File: src/design/qcvr_pkg.sv
`default_nettype none

package qcvr_pkg;

   // Width of the tick timer; durations longer than its maximum are cut to it.
   localparam int TimerBits = 12;
   localparam int DurBits = 12;
   localparam int WideBits = (TimerBits > DurBits) ? TimerBits : DurBits;
   localparam logic [TimerBits-1:0] TimerMax = '1;

   localparam int CsrIndexBits = 3;
   localparam int CsrDataBits = 12;

   typedef enum logic [CsrIndexBits-1:0] {
      CSR_INIT_HOLD = 3'd0,
      CSR_DISCHARGE = 3'd1,
      CSR_POLL      = 3'd2,
      CSR_PULSE     = 3'd3,
      CSR_REPEAT    = 3'd4
   } csr_index_type;

   localparam logic [2:0] Code5V = 3'd7;
   localparam logic [2:0] Code9V = 3'd3;
   localparam logic [2:0] Code12V = 3'd5;
   localparam logic [2:0] Code20V = 3'd1;
   localparam logic [2:0] CodeCont = 3'd6;

   localparam logic [11:0] InitHoldReset = 12'd1500;
   localparam logic [7:0] DischargeReset = 8'd50;
   localparam logic [7:0] PollReset = 8'd50;
   localparam logic [7:0] PulseReset = 8'd50;
   localparam logic [9:0] RepeatReset = 10'd255;

   typedef enum logic [3:0] {
      PH_HOLD   = 4'd0,
      PH_DISCH  = 4'd1,
      PH_POLL   = 4'd2,
      PH_REVERT = 4'd3,
      PH_PULSE  = 4'd4,
      PH_CONT   = 4'd5,
      PH_HELD   = 4'd6
   } phase_type;

   typedef struct packed {
      logic [11:0] init_hold_ticks;
      logic [7:0]  discharge_ticks;
      logic [7:0]  poll_ticks;
      logic [7:0]  pulse_ticks;
      logic [9:0]  repeat_ticks;
   } cfg_type;

   typedef struct packed {
      logic [2:0] dip_code;
      logic       inc_pressed;
      logic       dec_pressed;
   } item_type;

   typedef struct packed {
      logic       dp_high_drive;
      logic       dp_low_drive;
      logic       dm_low_drive;
      logic       dm_high_drive;
      logic [2:0] mode_code;
      logic       handshake_done;
   } result_type;

   // Cuts a duration to the largest count the timer can reach.
   function automatic logic [TimerBits-1:0] clamp_dur(input logic [DurBits-1:0] dur);
      logic [WideBits-1:0] d;
      d = WideBits'(dur);
      if (d > WideBits'(TimerMax)) begin
         d = WideBits'(TimerMax);
      end
      return TimerBits'(d);
   endfunction

endpackage

`default_nettype wire

File: src/design/qcvr_csr.sv
`default_nettype none

module qcvr_csr (
   input  wire logic                               clock,
   input  wire logic                               reset,
   input  wire logic                               csr_valid,
   output logic                                    csr_ready,
   input  wire logic [qcvr_pkg::CsrIndexBits-1:0]  csr_index,
   input  wire logic [qcvr_pkg::CsrDataBits-1:0]   csr_data,
   output qcvr_pkg::cfg_type                       cfg
);
   import qcvr_pkg::*;

   cfg_type cfg_ff;
   cfg_type cfg_in;

   assign csr_ready = 1'b1;
   assign cfg = cfg_ff;

   always_comb begin
      cfg_in = cfg_ff;
      if (csr_valid) begin
         unique case (csr_index_type'(csr_index))
            CSR_INIT_HOLD: cfg_in.init_hold_ticks = csr_data[11:0];
            CSR_DISCHARGE: cfg_in.discharge_ticks = csr_data[7:0];
            CSR_POLL:      cfg_in.poll_ticks = csr_data[7:0];
            CSR_PULSE:     cfg_in.pulse_ticks = csr_data[7:0];
            CSR_REPEAT:    cfg_in.repeat_ticks = csr_data[9:0];
            default:       cfg_in = cfg_ff;
         endcase
      end
   end

   always_ff @(posedge clock) begin
      if (reset) begin
         cfg_ff.init_hold_ticks <= InitHoldReset;
         cfg_ff.discharge_ticks <= DischargeReset;
         cfg_ff.poll_ticks <= PollReset;
         cfg_ff.pulse_ticks <= PulseReset;
         cfg_ff.repeat_ticks <= RepeatReset;
      end else begin
         cfg_ff <= cfg_in;
      end
   end

endmodule

`default_nettype wire

File: src/design/qcvr_ctrl.sv
`default_nettype none

module qcvr_ctrl (
   input  wire logic                 clock,
   input  wire logic                 reset,
   input  wire logic                 step_en,
   input  wire qcvr_pkg::item_type   item,
   input  wire qcvr_pkg::cfg_type    cfg,
   output qcvr_pkg::result_type      result
);
   import qcvr_pkg::*;

   phase_type              phase_ff, phase_in;
   logic [TimerBits-1:0]   tick_timer_ff, tick_timer_in;
   logic [2:0]             current_code_ff, current_code_in;
   logic [2:0]             pending_code_ff, pending_code_in;
   logic [9:0]             hold_count_ff, hold_count_in;
   logic                   step_up_ff, step_up_in;

   logic [TimerBits-1:0]   tick_sat;
   logic [DurBits-1:0]     dur;
   logic                   tdone;
   logic [9:0]             hold_next;
   logic                   held_btn;
   logic [3:0]             pat;

   function automatic logic [3:0] pattern_of(input logic [2:0] code);
      logic [3:0] p;
      case (code)
         Code9V:   p = 4'hB;
         Code12V:  p = 4'h9;
         Code20V:  p = 4'hF;
         CodeCont: p = 4'hD;
         default:  p = 4'h1;
      endcase
      return p;
   endfunction

   // Duration of the phase being timed, and whether this tick ends it.
   always_comb begin
      case (phase_ff)
         PH_HOLD:   dur = cfg.init_hold_ticks;
         PH_DISCH:  dur = DurBits'(cfg.discharge_ticks);
         PH_REVERT: dur = DurBits'(cfg.pulse_ticks);
         PH_PULSE:  dur = DurBits'(cfg.pulse_ticks);
         PH_CONT:   dur = DurBits'(cfg.pulse_ticks);
         default:   dur = DurBits'(cfg.poll_ticks);
      endcase
      tick_sat = (tick_timer_ff == TimerMax) ? TimerMax : tick_timer_ff + 1'b1;
      tdone = tick_sat >= clamp_dur(dur);
      hold_next = hold_count_ff + 10'd1;
      held_btn = step_up_ff ? item.inc_pressed : item.dec_pressed;
   end

   // Next state.
   always_comb begin
      phase_in = phase_ff;
      tick_timer_in = tick_timer_ff;
      current_code_in = current_code_ff;
      pending_code_in = pending_code_ff;
      hold_count_in = hold_count_ff;
      step_up_in = step_up_ff;
      if (step_en) begin
         unique case (phase_ff)
            PH_HOLD: begin
               tick_timer_in = tdone ? '0 : tick_sat;
               if (tdone) phase_in = PH_DISCH;
            end
            PH_DISCH: begin
               tick_timer_in = tdone ? '0 : tick_sat;
               if (tdone) begin
                  current_code_in = item.dip_code;
                  phase_in = PH_POLL;
               end
            end
            PH_REVERT: begin
               tick_timer_in = tdone ? '0 : tick_sat;
               if (tdone) begin
                  current_code_in = pending_code_ff;
                  phase_in = PH_POLL;
               end
            end
            PH_PULSE: begin
               tick_timer_in = tdone ? '0 : tick_sat;
               if (tdone) phase_in = PH_CONT;
            end
            PH_CONT: begin
               tick_timer_in = tdone ? '0 : tick_sat;
               if (tdone) begin
                  phase_in = PH_HELD;
                  hold_count_in = '0;
               end
            end
            PH_HELD: begin
               if (!held_btn) begin
                  phase_in = PH_POLL;
                  tick_timer_in = '0;
               end else if (hold_next >= cfg.repeat_ticks || hold_next == '0) begin
                  // A repeat count of zero behaves like one.
                  hold_count_in = '0;
                  phase_in = PH_PULSE;
                  tick_timer_in = '0;
               end else begin
                  hold_count_in = hold_next;
               end
            end
            default: begin
               phase_in = PH_POLL;
               tick_timer_in = tdone ? '0 : tick_sat;
               if (tdone) begin
                  if (item.dip_code != current_code_ff && current_code_ff == CodeCont) begin
                     pending_code_in = item.dip_code;
                     phase_in = PH_REVERT;
                  end else begin
                     current_code_in = item.dip_code;
                     if (item.dip_code == CodeCont) begin
                        if (item.inc_pressed) begin
                           step_up_in = 1'b1;
                           phase_in = PH_PULSE;
                        end else if (item.dec_pressed) begin
                           step_up_in = 1'b0;
                           phase_in = PH_PULSE;
                        end
                     end
                  end
               end
            end
         endcase
      end
   end

   // Result for the state after this tick.
   always_comb begin
      result.handshake_done = 1'b1;
      unique case (phase_in)
         PH_HOLD: begin
            pat = 4'h9;
            result.mode_code = current_code_in;
            result.handshake_done = 1'b0;
         end
         PH_DISCH: begin
            pat = 4'h1;
            result.mode_code = current_code_in;
            result.handshake_done = 1'b0;
         end
         PH_REVERT: begin
            result.mode_code = Code5V;
            pat = pattern_of(Code5V);
         end
         PH_PULSE: begin
            result.mode_code = step_up_in ? Code20V : Code12V;
            pat = pattern_of(result.mode_code);
         end
         PH_CONT: begin
            result.mode_code = CodeCont;
            pat = pattern_of(CodeCont);
         end
         default: begin
            result.mode_code = current_code_in;
            pat = pattern_of(current_code_in);
         end
      endcase
      result.dp_high_drive = pat[0];
      result.dp_low_drive = pat[1];
      result.dm_low_drive = pat[2];
      result.dm_high_drive = pat[3];
   end

   always_ff @(posedge clock) begin
      if (reset) begin
         phase_ff <= PH_HOLD;
         tick_timer_ff <= '0;
         current_code_ff <= Code5V;
         pending_code_ff <= Code5V;
         hold_count_ff <= '0;
         step_up_ff <= 1'b0;
      end else begin
         phase_ff <= phase_in;
         tick_timer_ff <= tick_timer_in;
         current_code_ff <= current_code_in;
         pending_code_ff <= pending_code_in;
         hold_count_ff <= hold_count_in;
         step_up_ff <= step_up_in;
      end
   end

   // The start handshake never comes back once it is over.
   assert property (@(posedge clock) disable iff (reset)
      (phase_ff != PH_HOLD && phase_ff != PH_DISCH)
      |=> (phase_ff != PH_HOLD && phase_ff != PH_DISCH))
      else $error("start handshake re-entered");

   // Steps only run while continuous mode is selected.
   assert property (@(posedge clock) disable iff (reset)
      (phase_ff == PH_PULSE || phase_ff == PH_CONT || phase_ff == PH_HELD)
      |-> current_code_ff == CodeCont)
      else $error("step outside continuous mode");

   // A tick that is not taken leaves the state alone.
   assert property (@(posedge clock) disable iff (reset)
      !step_en |=> $stable(phase_ff) && $stable(tick_timer_ff) && $stable(current_code_ff))
      else $error("state moved without a tick");

endmodule

`default_nettype wire

File: src/design/quick_charge_voltage_requester_unit.sv
`default_nettype none
// A tick beat accepted into the input register moves through the sequencer into the result register.
// Throughput: one tick beat per clock while the result side keeps taking beats; the input and
// result registers hold one beat each, so a tick is taken while a finished result waits.
// Reset (synchronous, active high): all timing registers take their defaults, the
// sequencer restarts the start handshake and both pipeline registers empty.

module quick_charge_voltage_requester_unit (
   input  wire logic                               clock,
   input  wire logic                               reset,
   input  wire logic                               req_valid,
   output logic                                    req_ready,
   input  wire logic [2:0]                         req_dip_code,
   input  wire logic                               req_inc_pressed,
   input  wire logic                               req_dec_pressed,
   output logic                                    rsp_valid,
   input  wire logic                               rsp_ready,
   output logic                                    rsp_dp_high_drive,
   output logic                                    rsp_dp_low_drive,
   output logic                                    rsp_dm_low_drive,
   output logic                                    rsp_dm_high_drive,
   output logic [2:0]                              rsp_mode_code,
   output logic                                    rsp_handshake_done,
   input  wire logic                               csr_valid,
   output logic                                    csr_ready,
   input  wire logic [qcvr_pkg::CsrIndexBits-1:0]  csr_index,
   input  wire logic [qcvr_pkg::CsrDataBits-1:0]   csr_data
);
   import qcvr_pkg::*;

   cfg_type     cfg;
   item_type    item_ff, item_in;
   logic        in_valid_ff, in_valid_in;
   result_type  result;
   result_type  rsp_ff, rsp_in;
   logic        rsp_valid_ff, rsp_valid_in;
   logic        advance;

   qcvr_csr u_csr (
      .clock     (clock),
      .reset     (reset),
      .csr_valid (csr_valid),
      .csr_ready (csr_ready),
      .csr_index (csr_index),
      .csr_data  (csr_data),
      .cfg       (cfg)
   );

   qcvr_ctrl u_ctrl (
      .clock   (clock),
      .reset   (reset),
      .step_en (advance),
      .item    (item_ff),
      .cfg     (cfg),
      .result  (result)
   );

   // The held tick moves on when the result register is free or being emptied.
   assign advance = in_valid_ff && (!rsp_valid_ff || rsp_ready);
   assign req_ready = !in_valid_ff || advance;

   always_comb begin
      item_in = item_ff;
      in_valid_in = in_valid_ff;
      if (req_valid && req_ready) begin
         item_in.dip_code = req_dip_code;
         item_in.inc_pressed = req_inc_pressed;
         item_in.dec_pressed = req_dec_pressed;
         in_valid_in = 1'b1;
      end else if (advance) begin
         in_valid_in = 1'b0;
      end
      rsp_in = advance ? result : rsp_ff;
      if (advance) begin
         rsp_valid_in = 1'b1;
      end else if (rsp_ready) begin
         rsp_valid_in = 1'b0;
      end else begin
         rsp_valid_in = rsp_valid_ff;
      end
   end

   always_ff @(posedge clock) begin
      if (reset) begin
         in_valid_ff <= 1'b0;
         rsp_valid_ff <= 1'b0;
      end else begin
         in_valid_ff <= in_valid_in;
         rsp_valid_ff <= rsp_valid_in;
      end
   end

   always_ff @(posedge clock) begin
      item_ff <= item_in;
      rsp_ff <= rsp_in;
   end

   assign rsp_valid = rsp_valid_ff;
   assign rsp_dp_high_drive = rsp_ff.dp_high_drive;
   assign rsp_dp_low_drive = rsp_ff.dp_low_drive;
   assign rsp_dm_low_drive = rsp_ff.dm_low_drive;
   assign rsp_dm_high_drive = rsp_ff.dm_high_drive;
   assign rsp_mode_code = rsp_ff.mode_code;
   assign rsp_handshake_done = rsp_ff.handshake_done;

   // Every tick that leaves the input register lands in the result register.
   assert property (@(posedge clock) disable iff (reset)
      advance |=> rsp_valid_ff)
      else $error("tick lost between stages");

   // A tick blocked by a full result register stays put.
   assert property (@(posedge clock) disable iff (reset)
      (in_valid_ff && !advance) |=> (in_valid_ff && $stable(item_ff)))
      else $error("blocked tick dropped or changed");

   // The input side only stalls when both registers hold a beat.
   assert property (@(posedge clock) disable iff (reset)
      !req_ready |-> (in_valid_ff && rsp_valid_ff))
      else $error("input stalled with room to spare");

endmodule

`default_nettype wire

File: config.mk
export PLATFORM = sky130hd
export DESIGN_NAME = quick_charge_voltage_requester_unit
export DESIGN_NICKNAME = d
export VERILOG_FILES = /design/src/design/qcvr_pkg.sv /design/src/design/qcvr_csr.sv /design/src/design/qcvr_ctrl.sv /design/src/design/quick_charge_voltage_requester_unit.sv
export SDC_FILE = /design/constraint.sdc
export NUM_CORES = 1
export LEC_CHECK = 0
export BUFFER_PORTS_ARGS = -buffer_cell sky130_fd_sc_hd__buf_2
export CORE_AREA = 2 2 131 101
export CTS_CLUSTER_SIZE = 30
export DETAILED_ROUTE_END_ITERATION = 6
export DIE_AREA = 0 0 133 103
export PLACE_DENSITY = 0.69
export SLEW_MARGIN = 10
export SYNTH_ARGS = -nofsm -noshare
export SYNTH_HDL_FRONTEND = slang
export SYNTH_HIERARCHICAL = 1
export SYNTH_SLANG_ARGS = --single-unit
File: constraint.sdc
create_clock -name clock -period 4 [get_ports clock]
set_input_delay 0.8 -clock clock [delete_from_list [all_inputs] [get_ports clock]]
set_output_delay 0.8 -clock clock [all_outputs]
set_load 0.02 [all_outputs]
==> run metrics <==
TNS Setup=-0.03747 ns; ANT cells=0; initial detailed-routing violation count=412; EDFF count, synth=13; Final Hold Vio Count=0; run status=finished, violations left; first-pass GRT wire length=22.27 mm; Sinks on Clock Net=94; Cells after Synth=616; Core Area=0.01257 sq mm; max-cap violations=0; Die W=133 um; vias per cell=5.724; Total GRT Usage=0.2037; Ports=36; CTS Buf Count=9; Final Instance Area=0.006630 sq mm; DP Worst Slack=-0.05209 ns; Worst Hold Class=reg2reg; commonest cells in the netlist=dfxtp_1, nor2_1, mux2i_1, nand2_1, a21oi_1; Critical Path AT=4.19 ns; most common cell in the netlist=dfxtp_1; Starting Density=0.4333; drt first pass iters=7; initial antenna violation count=0; Worst Tran Pin Value=1.042 ns; syn_area_per_cell=8.840 sq um; final design utilization=0.5276; DRT antenna net count=0; Rel. slew slack=0.3051; Max Clock Freq=248.8 MHz; final global-route overflow total=0; vias in the first global route=4523; top cell type by total area after synthesis=dfxtp_1; hold_ws=0.4719 ns; Yosys cell types=89; CP required=4.17 ns; Period minus WS final=4.019 ns; Final Worst Setup Slack=-0.01906 ns; Seq/Total Area, Yosys=0.3695; # rows=36; CP max FO=5; CTS Root Cell=clkbuf_16; CTS clk-pin slew, worst paths=0.07 ns; Synth Flop Type=dfxtp_1; post-DP HPWL=9.846 mm; max-slew violation count=0; Max clock buf depth=2; Synth Warn #=6; CTS tree=built; Area growth syn-to-layout=21.76%; Mapped Area=0.005445 sq mm; H-tree depth=3; Die ar.=0.01370 sq mm; RSZ-0062 raised after global routing=true; Post-DP Area=0.006016 sq mm; WL final=14.03 mm; failing checks=negative setup slack; Final period util=1.005; largest net degree at the start of global routing=71; Worst IR Drop VDD=0.0002422 V; Crit Path Category=reg2reg; P_leak=0.002788 uW; ys async rst share=0; Nets=725; global placement routability congestion=0.9061; layout cell share with drive strength beyond 1=0.2408; clk_lat worst skew=0.34 ns; number of hold buffers added after CTS=0; Final Setup Violations=2; IO Port Bufs=34; Post-Syn Nets=665; power density cells=307.4 mW/mm^2; routed len/inst=16.47 um; CP Capture Type=flop; post-synth top area share=0.2978; Seq cells post-synth=94; top post-synthesis cells by area=dfxtp_1, mux2i_1, edfxtp_1, ha_1, nor2_1; Residual DRC=0; Final Skew=0.005006 ns; routed vias=4877; CP Launch Type=flop; Die Y-Extent=103 um
==> critical path, cell delays in order, from the launching register on <==
cell	delay [ns]
dfxtp_4	0.37
ha_4	0.13
and3_4	0.18
and3_4	0.19
and2_4	0.14
and3_4	0.22
nand4_4	0.15
nand2_2	0.14
ha_4	0.20
a211o_1	0.33
a31oi_4	0.22
o31ai_4	0.15
o21ai_4	0.29
o32ai_4	0.12
a31o_1	0.22
or4_4	0.51
a311oi_2	0.27
==> worst paths after layout <==
path                             start                         to  slack (ns)  depth (start not counted)
max reg2reg    u_ctrl/tick_timer_ff[1]           rsp_dm_low_drive       -0.02                         16
max            u_ctrl/tick_timer_ff[1]           rsp_dm_low_drive       -0.02                         16
min          u_ctrl/pending_code_ff[1]  u_ctrl/pending_code_ff[1]        0.47                          1
min reg2reg  u_ctrl/pending_code_ff[1]  u_ctrl/pending_code_ff[1]        0.47                          1
==> layer usage <==
layer / share of wire / vias up / wire [um] / track usage
met5: 0 / - / 0 / 0
met4: 0.021 / 0 / 296 / 0.08271
met3: 0.064 / 31 / 904 / 0.03687
met2: 0.46 / 196 / 6510 / 0.3352
met1: 0.45 / 2320 / 6320 / 0.2681
li1: - / 2330 / - / -
==> power breakdown <==
group          internal [uW]  total [uW]  leakage [uW]  switching [uW]
Sequential               973         984      0.000770            11.4
Combinational           52.9         129       0.00186            75.9
Clock                    545         925      0.000162             380
Total                   1570        2040       0.00279             467
==> logic make-up after synthesis <==
group	after synthesis	synth area share
other	2	0.001379
XOR/XNOR	12	0.01930
AO/OA/AOI/OAI	133	0.1762
AND/OR/NAND/NOR	240	0.2364
adder cells (fa/ha/maj)	24	0.05515
flip-flops	94	0.3695
buffers and inverters	62	0.05193
multiplexers	49	0.09007
==> through the flow <==
stage               cells  total power (uW)
detailed placement    823              1125
floorplan             616              1083
global placement      823              1120
CTS                   839              2053
global route          852              2106
finish                852              2038
==> cells in the final DEF, fill, tap and decap left out, types with 4 or more instances in the layout <==
cell and count:
a222oi_1 7, mux2i_1 48, clkbuf_16 10, buf_2 34, nor2_1 78, a31oi_1 5, buf_4 49, nand4_1 7
inv_1 24, and3_4 5, xnor2_1 7, and4_1 5, ha_1 19, a21oi_1 37, o21a_1 4, xor2_1 5
nand2_1 38, o22ai_1 4, nand2b_1 37, o21ai_0 6, a211o_1 4, nand3_1 16, edfxtp_1 13, a21boi_0 5
ha_4 4, dfxtp_1 78, nor3_1 9, a22oi_1 9, o21ai_1 8
==> cell type report <==
type	instances	area, sq um
clock buffer	11	264.0
clock inverter	5	62.56
fill	1126	5937
inverter	25	93.84
multi-input combinational	461	3415
sequential	94	2021
tap	171	214.0
timing repair buffer	85	560.5
==> sequential cells by signal, summed over array words and instances, names as in the netlist <==
| register | count |
|---|---|
| in_valid_ff | 1 |
| item_ff | 5 |
| rsp_dm_high_drive | 1 |
| rsp_dm_low_drive | 1 |
| rsp_dp_high_drive | 1 |
| rsp_dp_low_drive | 1 |
| rsp_handshake_done | 1 |
| rsp_mode_code | 3 |
| rsp_valid | 1 |
| u_csr/cfg | 46 |
| u_ctrl/current_code_ff | 3 |
| u_ctrl/hold_count_ff | 10 |
| u_ctrl/pending_code_ff | 3 |
| u_ctrl/phase_ff | 4 |
| u_ctrl/step_up_ff | 1 |
| u_ctrl/tick_timer_ff | 12 |
==> repair_timing <==
item,4_1_cts,5_1_grt
pin swaps,2,16
gates cloned,0,1
resized for setup,11,30
buffers inserted,0,12
setup endpoints to repair,2,6
(Power assumes the default switching activity.)
